File: src/rrsa_pkg.sv
// Shared types and constants for the rounded rectangle shadow alpha core.
// No dependencies; every other file imports this package.

package rrsa_pkg;

    // Configuration register indexes
    localparam int CFG_IDX_W = 2;
    localparam logic [CFG_IDX_W-1:0] CFG_FRAME_WIDTH  = 2'd0;
    localparam logic [CFG_IDX_W-1:0] CFG_FRAME_HEIGHT = 2'd1;
    localparam logic [CFG_IDX_W-1:0] CFG_BLUR_RADIUS  = 2'd2;
    localparam logic [CFG_IDX_W-1:0] CFG_PEAK_LEVEL   = 2'd3;

    localparam int RAD_W     = 8;     // blur radius width
    localparam int LEVEL_W   = 8;     // alpha level width
    localparam int PIX_W     = 32;    // ARGB word
    localparam int ALPHA_LSB = 24;

    localparam int                 FRAME_RESET  = 64;
    localparam logic [RAD_W-1:0]   RADIUS_RESET = 8'd8;
    localparam logic [LEVEL_W-1:0] PEAK_RESET   = 8'd128;

    // Control that travels alongside each pixel
    typedef struct packed {
        logic vld;
        logic core;   // inside the core rectangle: full level
        logic zero;   // at or beyond the radius: transparent
    } t_side;

endpackage

File: src/rrsa_isqrt.sv
// Pipelined integer square root of (i_val << 2*FRAC_BITS), one root bit per stage.
// Depends on rrsa_pkg for the side-band struct.

module rrsa_isqrt
    import rrsa_pkg::*;
#(
    parameter int IN_W      = 16,
    parameter int FRAC_BITS = 16
) (
    input  logic                          i_clk,
    input  logic                          i_rst_n,
    input  logic                          i_en,
    input  t_side                         i_side,
    input  logic [IN_W-1:0]               i_val,
    output t_side                         o_side,
    output logic [IN_W/2+FRAC_BITS-1:0]   o_root
);

    localparam int R_W   = IN_W/2 + FRAC_BITS;
    localparam int REM_W = R_W + 2;
    localparam int PAIRS = IN_W/2;

    t_side             r_side [R_W];
    logic [IN_W-1:0]   r_val  [R_W];
    logic [REM_W-1:0]  r_rem  [R_W];
    logic [R_W-1:0]    r_root [R_W];

    for (genvar k = 0; k < R_W; k++) begin : g_stage
        t_side            p_side;
        logic [IN_W-1:0]  p_val;
        logic [REM_W-1:0] p_rem;
        logic [R_W-1:0]   p_root;
        logic [1:0]       pair;
        logic [REM_W-1:0] acc;
        logic [REM_W-1:0] trial;
        logic [REM_W-1:0] n_rem;
        logic             ge;

        if (k == 0) begin : g_first
            assign p_side = i_side;
            assign p_val  = i_val;
            assign p_rem  = '0;
            assign p_root = '0;
        end else begin : g_next
            assign p_side = r_side[k-1];
            assign p_val  = r_val[k-1];
            assign p_rem  = r_rem[k-1];
            assign p_root = r_root[k-1];
        end

        // the low 2*FRAC_BITS bits of the radicand are all zero fraction bits
        if (k < PAIRS) begin : g_data
            assign pair = p_val[IN_W-1-2*k -: 2];
        end else begin : g_frac
            assign pair = 2'b00;
        end

        assign acc   = {p_rem[R_W-1:0], pair};
        assign trial = {p_root, 2'b01};
        assign ge    = (acc >= trial);
        assign n_rem = ge ? (acc - trial) : acc;

        always_ff @(posedge i_clk) begin
            if (!i_rst_n) begin
                r_side[k] <= '0;
            end else if (i_en) begin
                r_side[k] <= p_side;
            end
        end

        always_ff @(posedge i_clk) begin
            if (i_en) begin
                r_val[k]  <= p_val;
                r_rem[k]  <= n_rem;
                r_root[k] <= {p_root[R_W-2:0], ge};
            end
        end
    end

    assign o_side = r_side[R_W-1];
    assign o_root = r_root[R_W-1];

endmodule

File: src/rrsa_div.sv
// Pipelined restoring divider: quotient of a root by the blur radius, one bit per stage.
// Depends on rrsa_pkg; the quotient is known to fit in FRAC_BITS bits.

module rrsa_div
    import rrsa_pkg::*;
#(
    parameter int FRAC_BITS = 16
) (
    input  logic                          i_clk,
    input  logic                          i_rst_n,
    input  logic                          i_en,
    input  t_side                         i_side,
    input  logic [RAD_W+FRAC_BITS-1:0]    i_num,
    input  logic [RAD_W-1:0]              i_den,
    output t_side                         o_side,
    output logic [FRAC_BITS-1:0]          o_quot
);

    localparam int F = FRAC_BITS;

    t_side             r_side [F];
    logic [RAD_W-1:0]  r_rem  [F];
    logic [F-1:0]      r_low  [F];
    logic [F-1:0]      r_quot [F];

    for (genvar j = 0; j < F; j++) begin : g_stage
        t_side            p_side;
        logic [RAD_W-1:0] p_rem;
        logic [F-1:0]     p_low;
        logic [F-1:0]     p_quot;
        logic [RAD_W:0]   acc;
        logic [RAD_W:0]   n_rem;
        logic             ge;

        if (j == 0) begin : g_first
            assign p_side = i_side;
            assign p_rem  = i_num[RAD_W+F-1:F];
            assign p_low  = i_num[F-1:0];
            assign p_quot = '0;
        end else begin : g_next
            assign p_side = r_side[j-1];
            assign p_rem  = r_rem[j-1];
            assign p_low  = r_low[j-1];
            assign p_quot = r_quot[j-1];
        end

        assign acc   = {p_rem, p_low[F-1]};
        assign ge    = (acc >= {1'b0, i_den});
        assign n_rem = ge ? (acc - {1'b0, i_den}) : acc;

        always_ff @(posedge i_clk) begin
            if (!i_rst_n) begin
                r_side[j] <= '0;
            end else if (i_en) begin
                r_side[j] <= p_side;
            end
        end

        // remainder stays below the divisor, so the top bit drops
        always_ff @(posedge i_clk) begin
            if (i_en) begin
                r_rem[j]  <= n_rem[RAD_W-1:0];
                r_low[j]  <= {p_low[F-2:0], 1'b0};
                r_quot[j] <= {p_quot[F-2:0], ge};
            end
        end
    end

    assign o_side = r_side[F-1];
    assign o_quot = r_quot[F-1];

endmodule

File: src/rounded_rect_shadow_alpha_core.sv
// Top level of the rounded rectangle shadow alpha core: edge distance, square root,
// division and smoothstep pipeline with a two-entry output buffer.
// Depends on rrsa_pkg, rrsa_isqrt and rrsa_div.
//
//  channel   direction  handshake                      payload
//  s_axis    in         s_axis_tvalid / s_axis_tready  tdata: pos_x, pos_y
//  m_axis    out        m_axis_tvalid / m_axis_tready  tdata: pixel_word
//  cfg       in         i_cfg_we (no wait)             i_cfg_idx, i_cfg_data
//
// One pixel per clock while s_axis_tready is high; the pipeline has one stage per root bit
// in the square root and one per quotient bit in the divider.
// Synchronous reset clears all valid bits and the output buffer and loads register defaults.
// A stall on m_axis freezes the whole pipeline only when the output buffer is full; it holds
// a second result, so s_axis_tready only drops once two results are waiting.

module rounded_rect_shadow_alpha_core
    import rrsa_pkg::*;
#(
    parameter int COORD_BITS = 13,
    parameter int FRAC_BITS  = 16
) (
    input  logic                                   i_clk,
    input  logic                                   i_rst_n,
    // configuration
    input  logic                                   i_cfg_we,
    input  logic [CFG_IDX_W-1:0]                   i_cfg_idx,
    input  logic [COORD_BITS-1:0]                  i_cfg_data,
    // pixel coordinates in
    input  logic                                   s_axis_tvalid,
    output logic                                   s_axis_tready,
    input  logic [((2*COORD_BITS+7)/8)*8-1:0]      s_axis_tdata,  // pos_x, pos_y, zero pad
    // pixels out
    output logic                                   m_axis_tvalid,
    input  logic                                   m_axis_tready,
    output logic [PIX_W-1:0]                       m_axis_tdata   // pixel_word
);

    localparam int CW    = COORD_BITS;
    localparam int F     = FRAC_BITS;
    localparam int SW    = CW + 2;
    localparam int D2_W  = 2*RAD_W;
    localparam int SQ_W  = RAD_W + F;
    localparam int DD_W  = 2*F;
    localparam int K_W   = F + 2;
    localparam int DK_W  = 2*F + 2;
    localparam int TL_W  = F + 1 + LEVEL_W;

    // configuration registers
    logic [CW-1:0]      r_frame_w;
    logic [CW-1:0]      r_frame_h;
    logic [RAD_W-1:0]   r_radius;
    logic [LEVEL_W-1:0] r_peak;

    always_ff @(posedge i_clk) begin
        if (!i_rst_n) begin
            r_frame_w <= CW'(FRAME_RESET);
            r_frame_h <= CW'(FRAME_RESET);
            r_radius  <= RADIUS_RESET;
            r_peak    <= PEAK_RESET;
        end else if (i_cfg_we) begin
            case (i_cfg_idx)
                CFG_FRAME_WIDTH:  r_frame_w <= i_cfg_data;
                CFG_FRAME_HEIGHT: r_frame_h <= i_cfg_data;
                CFG_BLUR_RADIUS:  r_radius  <= i_cfg_data[RAD_W-1:0];
                CFG_PEAK_LEVEL:   r_peak    <= i_cfg_data[LEVEL_W-1:0];
                default: ;
            endcase
        end
    end

    // Distance past the core edge along one axis, saturated to the radius range.
    function automatic logic [RAD_W-1:0] axis_dist(input logic [CW-1:0]    p,
                                                   input logic [CW-1:0]    size,
                                                   input logic [RAD_W-1:0] r);
        logic signed [SW-1:0] sp;
        logic signed [SW-1:0] sr;
        logic signed [SW-1:0] lim;
        logic signed [SW-1:0] span;
        sp  = signed'(SW'(p));
        sr  = signed'(SW'(r));
        lim = signed'(SW'(size)) - sr;
        if (sp < sr) begin
            span = sr - sp;
        end else if (sp >= lim) begin
            span = sp - lim + signed'(SW'(1));
        end else begin
            span = '0;
        end
        // anything past the radius range is transparent anyway
        if (span > signed'(SW'({RAD_W{1'b1}}))) begin
            return {RAD_W{1'b1}};
        end
        return span[RAD_W-1:0];
    endfunction

    logic en;
    logic take;
    logic push;

    // stage 1: per-axis distances
    t_side            r_s1_side;
    logic [RAD_W-1:0] r_s1_dx;
    logic [RAD_W-1:0] r_s1_dy;

    always_ff @(posedge i_clk) begin
        if (!i_rst_n) begin
            r_s1_side <= '0;
        end else if (en) begin
            r_s1_side <= '{vld: s_axis_tvalid, core: 1'b0, zero: 1'b0};
        end
    end

    always_ff @(posedge i_clk) begin
        if (en) begin
            r_s1_dx <= axis_dist(s_axis_tdata[CW-1:0], r_frame_w, r_radius);
            r_s1_dy <= axis_dist(s_axis_tdata[2*CW-1:CW], r_frame_h, r_radius);
        end
    end

    // stage 2: squared distance
    t_side           r_s2_side;
    logic [D2_W:0]   r_s2_dist2;
    logic [D2_W-1:0] w_dx2;
    logic [D2_W-1:0] w_dy2;

    assign w_dx2 = D2_W'(r_s1_dx) * D2_W'(r_s1_dx);
    assign w_dy2 = D2_W'(r_s1_dy) * D2_W'(r_s1_dy);

    always_ff @(posedge i_clk) begin
        if (!i_rst_n) begin
            r_s2_side <= '0;
        end else if (en) begin
            r_s2_side <= '{vld:  r_s1_side.vld,
                           core: (r_s1_dx == '0) && (r_s1_dy == '0),
                           zero: 1'b0};
        end
    end

    always_ff @(posedge i_clk) begin
        if (en) begin
            r_s2_dist2 <= (D2_W+1)'(w_dx2) + (D2_W+1)'(w_dy2);
        end
    end

    // stage 3: compare against the squared radius
    t_side           r_s3_side;
    logic [D2_W-1:0] r_s3_dist2;
    logic [D2_W-1:0] w_r2;

    assign w_r2 = D2_W'(r_radius) * D2_W'(r_radius);

    always_ff @(posedge i_clk) begin
        if (!i_rst_n) begin
            r_s3_side <= '0;
        end else if (en) begin
            r_s3_side <= '{vld:  r_s2_side.vld,
                           core: r_s2_side.core,
                           zero: (r_s2_dist2 >= (D2_W+1)'(w_r2)) || (r_radius == '0)};
        end
    end

    // inside the band the squared distance is below the squared radius and fits
    always_ff @(posedge i_clk) begin
        if (en) begin
            r_s3_dist2 <= r_s2_dist2[D2_W-1:0];
        end
    end

    // square root, then divide by the radius
    t_side           w_sq_side;
    logic [SQ_W-1:0] w_root;
    t_side           w_dv_side;
    logic [F-1:0]    w_d;

    rrsa_isqrt #(
        .IN_W      (D2_W),
        .FRAC_BITS (F)
    ) u_isqrt (
        .i_clk   (i_clk),
        .i_rst_n (i_rst_n),
        .i_en    (en),
        .i_side  (r_s3_side),
        .i_val   (r_s3_dist2),
        .o_side  (w_sq_side),
        .o_root  (w_root)
    );

    rrsa_div #(
        .FRAC_BITS (F)
    ) u_div (
        .i_clk   (i_clk),
        .i_rst_n (i_rst_n),
        .i_en    (en),
        .i_side  (w_sq_side),
        .i_num   (w_root),
        .i_den   (r_radius),
        .o_side  (w_dv_side),
        .o_quot  (w_d)
    );

    // smoothstep p1: d squared
    t_side           r_p1_side;
    logic [F-1:0]    r_p1_d;
    logic [F-1:0]    r_p1_d2;
    logic [DD_W-1:0] w_dd;

    assign w_dd = DD_W'(w_d) * DD_W'(w_d);

    // smoothstep p2: d^2 * (3 - 2d)
    t_side           r_p2_side;
    logic [K_W-1:0]  r_p2_p;
    logic [K_W-1:0]  w_k;
    logic [DK_W-1:0] w_dk;

    assign w_k  = K_W'(3) * (K_W'(1) << F) - {1'b0, r_p1_d, 1'b0};
    assign w_dk = DK_W'(r_p1_d2) * DK_W'(w_k);

    // smoothstep p3: t = 1 - p, saturated at zero
    t_side          r_p3_side;
    logic [F:0]     r_p3_t;
    logic [K_W-1:0] w_one;

    assign w_one = K_W'(1) << F;

    // p4: scale the level
    t_side              r_p4_side;
    logic [LEVEL_W-1:0] r_p4_alpha;
    logic [TL_W-1:0]    w_tl;
    logic [LEVEL_W-1:0] w_alpha;

    assign w_tl = TL_W'(r_p3_t) * TL_W'(r_peak);

    always_comb begin
        if (r_p3_side.core) begin
            w_alpha = r_peak;
        end else if (r_p3_side.zero) begin
            w_alpha = '0;
        end else begin
            w_alpha = w_tl[F+LEVEL_W-1:F];
        end
    end

    always_ff @(posedge i_clk) begin
        if (!i_rst_n) begin
            r_p1_side <= '0;
            r_p2_side <= '0;
            r_p3_side <= '0;
            r_p4_side <= '0;
        end else if (en) begin
            r_p1_side <= w_dv_side;
            r_p2_side <= r_p1_side;
            r_p3_side <= r_p2_side;
            r_p4_side <= r_p3_side;
        end
    end

    always_ff @(posedge i_clk) begin
        if (en) begin
            r_p1_d     <= w_d;
            r_p1_d2    <= w_dd[DD_W-1:F];
            r_p2_p     <= w_dk[DK_W-1:F];
            r_p3_t     <= (r_p2_p > w_one) ? '0 : w_one[F:0] - r_p2_p[F:0];
            r_p4_alpha <= w_alpha;
        end
    end

    // output buffer: presented entry plus one skid entry
    logic               r_out_vld;
    logic               r_skid_vld;
    logic [LEVEL_W-1:0] r_out_alpha;
    logic [LEVEL_W-1:0] r_skid_alpha;

    assign en   = !r_skid_vld;
    assign take = r_out_vld && m_axis_tready;
    assign push = en && r_p4_side.vld;

    always_ff @(posedge i_clk) begin
        if (!i_rst_n) begin
            r_out_vld  <= 1'b0;
            r_skid_vld <= 1'b0;
        end else if (r_skid_vld) begin
            if (take) begin
                r_skid_vld <= 1'b0;
            end
        end else if (push) begin
            if (!r_out_vld || take) begin
                r_out_vld <= 1'b1;
            end else begin
                r_skid_vld <= 1'b1;
            end
        end else if (take) begin
            r_out_vld <= 1'b0;
        end
    end

    always_ff @(posedge i_clk) begin
        if (r_skid_vld) begin
            if (take) begin
                r_out_alpha <= r_skid_alpha;
            end
        end else if (push) begin
            if (!r_out_vld || take) begin
                r_out_alpha <= r_p4_alpha;
            end else begin
                r_skid_alpha <= r_p4_alpha;
            end
        end
    end

    assign s_axis_tready = en;
    assign m_axis_tvalid = r_out_vld;
    assign m_axis_tdata  = {r_out_alpha, {ALPHA_LSB{1'b0}}};

endmodule

File: config.mk
export PLATFORM = sky130hd
export DESIGN_NAME = rounded_rect_shadow_alpha_core
export DESIGN_NICKNAME = d
export VERILOG_FILES = /design/src/rrsa_pkg.sv /design/src/rrsa_isqrt.sv /design/src/rrsa_div.sv /design/src/rounded_rect_shadow_alpha_core.sv
export SDC_FILE = /design/constraint.sdc
export NUM_CORES = 2
export LEC_CHECK = 0
export ABC_AREA = 1
export BUFFER_PORTS_ARGS = -buffer_cell sky130_fd_sc_hd__buf_4
export CAP_MARGIN = 40
export CORE_MARGIN = 3
export CORE_UTILIZATION = 32
export DETAILED_ROUTE_END_ITERATION = 8
export SETUP_SLACK_MARGIN = 0.5
export SYNTH_ARGS = -nofsm -noshare
export SYNTH_HDL_FRONTEND = slang
export SYNTH_SLANG_ARGS = --single-unit
File: constraint.sdc
create_clock -name i_clk -period 43.8 [get_ports i_clk]
set_clock_uncertainty 0.2 [all_clocks]
set_input_delay 6.57 -clock i_clk [delete_from_list [all_inputs] [get_ports i_clk]]
set_output_delay 6.57 -clock i_clk [all_outputs]
set_load 0.02 [all_outputs]
==> results by group <==
Outcome
  • Status: completed

Drt
  • Vias/cell: 4.64
  • DRC Markers: 0
  • Vias: 76800
  • Drt first pass iters: 6
  • Post-route ant nets: 0
  • Initial drt markers: 4894
  • Final WL: 244000 microns
  • Drt wl/cell: 14.8 microns

Worst setup path
  • Critical path class: input port to register
  • Critical Path RT: 44.10 ns
  • Crit path top cell by count: nand3_1
  • Crit path DAT: 9.14 ns
  • Slowest stage delay, CP: 0.67 ns
  • CP Launch Type: input port
  • Slowest stage cell, crit path: nor2_1
  • Critical path peak fanout: 13
  • CP endpoint kind: register
  • CP Cell Sequence: buf_4 > ha_1 > inv_1 > fa_1 > nand3_1 > nand3_1 > nand2_1 > nand4_1 > nand2_1 > nor2_1 > inv_1 > nand4_1 > nand3_1

Global routing
  • First-pass GRT wire length: 398000 microns
  • GRT overflow: 0
  • Number of global-route vias before repair: 76000
  • All-Layer GR Usage: 0.140
  • Initial antenna violation count: 14
  • Pin count of the biggest net entering global routing: 163

Synth
  • Synth async-reset ratio: 0
  • Cell Area, Synth: 109000 sq um
  • Netlist cell types: 78
  • Register bit total from synthesis: 1558
  • Cells taking the most area after synthesis: edfxtp_1 (41%), fa_1 (11%), ha_1 (9.7%)
  • Number of enable flip-flop cells after synthesis: 1498
  • Register area share after synthesis: 0.423
  • Synth top cells by count: nand2_1 (2343), inv_1 (2206), edfxtp_1 (1498)
  • Ys Warns: 0
  • Top-area cell type share of the netlist area: 0.412
  • Syn avg cell area: 9.27 sq um
  • Yosys top cell by area: edfxtp_1
  • Synth Flop Type: edfxtp_1
  • Count leader, synth: nand2_1
  • Cells after synthesis: 11800

Clocking
  • Worst-path clk slew: 0.06 ns
  • CTS buffer count: 179
  • Clk buf depth: 4
  • Post-CTS sizing: 0
  • Setup bufs post-CTS: 0
  • # hold bufs at CTS: 0
  • Clock root buffer: clkbuf_16
  • TritonCTS clock tree: yes
  • Clock latency on the worst-skew pair: 0.82 ns
  • # clock sinks: 1558
  • H-tree Lvls: 4

STA
  • Final number of hold-violating endpoints: 0
  • Least-Margin Pin Slew: 0.906 ns
  • Setup TNS: 0 ns
  • RSZ-0062 raised after global routing: no
  • Worst hold slack: 0.193 ns
  • Setup-failing EPs final: 0
  • Pins over their slew limit: 0
  • Relative slew slack: 0.396
  • Fmax: 113 MHz
  • Final period util: 0.202
  • Tmin final: 8.84 ns

Placement
  • Routability cong.: 0.889
  • Placed Cells: 16200
  • Input/output buffers: 55
  • Final HPWL DP: 187000 microns
  • Cell area after placement: 115000 sq um

Final layout
  • Layout cell share with drive strength beyond 1: 0.0493
  • Post-route cell area: 121000 sq um
  • Area Growth Syn to Fin: 10.4%
  • Non-filler cells, final: 16500
  • # nets final: 13400

Floorplan
  • Die area: 349000 sq um
  • Die Wd: 590 microns
  • # IOs: 86
  • Starting Density: 0.323
  • Core area: 338000 sq um
  • FP Rows: 213
  • Die H: 590 microns

Min path
  • Worst Hold Class: register to register

Run
  • Max cap viols: 0
-- layer usage --
layer  track usage  up-vias  wire [microns]  part of all wire
met3        0.0162      363           10500             0.043
li1              -    38500               -                 -
met5             0        -               0                 0
met4        0.0334        0            5520             0.023
met1         0.191    36400          113000              0.46
met2         0.236     1467          115000              0.47
-- cells by family (layout without fill, tap and decap cells) --
kind of cell | after synthesis | count (layout) | share of synthesized area
buffers and inverters | 2451 | 2652 | 0.0870
flip-flops | 1558 | 1558 | 0.423
AND/OR/NAND/NOR | 4408 | 4408 | 0.170
XOR/XNOR | 509 | 509 | 0.0408
adder cells (fa/ha/maj) | 1453 | 1453 | 0.208
multiplexers | 2 | 2 | 0.000206
AO/OA/AOI/OAI | 1413 | 1413 | 0.0715
other | 1 | 28 | 0.0000343
-- worst max-delay path, delay by kind of cell --
kind	cells	cell delay, ns
fa+ha+maj	2	0.38
buf+inv	3	0.45
simple gates	8	1.73
-- sequential cells by signal, summed over array words and instances (netlist names), 17 cells and up --
register	cells
u_isqrt.r_rem	522
u_isqrt.r_root	284
u_div.r_quot	136
u_div.r_low	120
u_div.r_rem	120
u_isqrt.r_side	72
u_isqrt.r_val	56
u_div.r_side	48
r_p2_p	18
r_p3_t	17
r_s2_dist2	17
-- final timing paths --
path	start	endpoint	slack [ns]	cells after the start
max	s_axis_tdata[13]	r_s1_dy[2]$_SDFFCE_PN1N_	34.96	13
min	u_div.r_quot[3][34]$_DFFE_PN_	u_div.r_quot[3][51]$_DFFE_PN_	0.19	0
max reg2reg	r_p1_d[0]$_DFFE_PN_	r_p2_p[14]$_DFFE_PN_	35.66	30
min reg2reg	u_div.r_quot[3][34]$_DFFE_PN_	u_div.r_quot[3][51]$_DFFE_PN_	0.19	0
-- stage by stage --
stage / utilization / setup WS (ns)
5_1_grt: 0.357 / 34.69
3_3_place_gp: 0.339 / 34.20
2_1_floorplan: - / 7.96
6_report: 0.357 / 34.96
3_5_place_dp: 0.340 / 34.21
4_1_cts: 0.357 / 35.08
-- cells in the final DEF, fill, tap and decap left out, types with 25 or more instances in the layout --
cell / netlist / layout
a31oi_1: 45 / 45
nor3_1: 131 / 130
clkbuf_16: 0 / 180
a21oi_1: 600 / 600
inv_1: 2206 / 2205
nand2_2: 38 / 38
conb_1: 1 / 25
nor4_1: 53 / 53
nand2_1: 2343 / 2342
xnor2_1: 250 / 250
nand4_1: 122 / 122
o21ai_0: 490 / 490
a21o_1: 45 / 45
nand3_1: 490 / 490
nor2_1: 1039 / 1038
buf_4: 38 / 93
clkinv_1: 6 / 41
clkinv_2: 0 / 28
xor2_1: 259 / 259
or2_2: 78 / 78
o21bai_1: 26 / 26
fa_1: 606 / 606
o21ai_2: 27 / 27
dfxtp_1: 60 / 59
nand3b_1: 36 / 36
ha_1: 847 / 847
edfxtp_1: 1498 / 1498
o21ai_1: 51 / 51
-- final cells by class --
class                   instances  area [sq um]
fillers                     34500        218000
diodes                          3          7.51
inverters                    2228          8390
multi-input cells            7810         53700
clock buffers                 207          4650
flip-flops and latches       1558         46200
well taps                    4515          5650
clock inverters               107          1060
repair buffers                110          1040
Power is left out: the tool's default activity adds up to more than one toggle a clock period on the data nets, which glitch-free logic cannot reach.
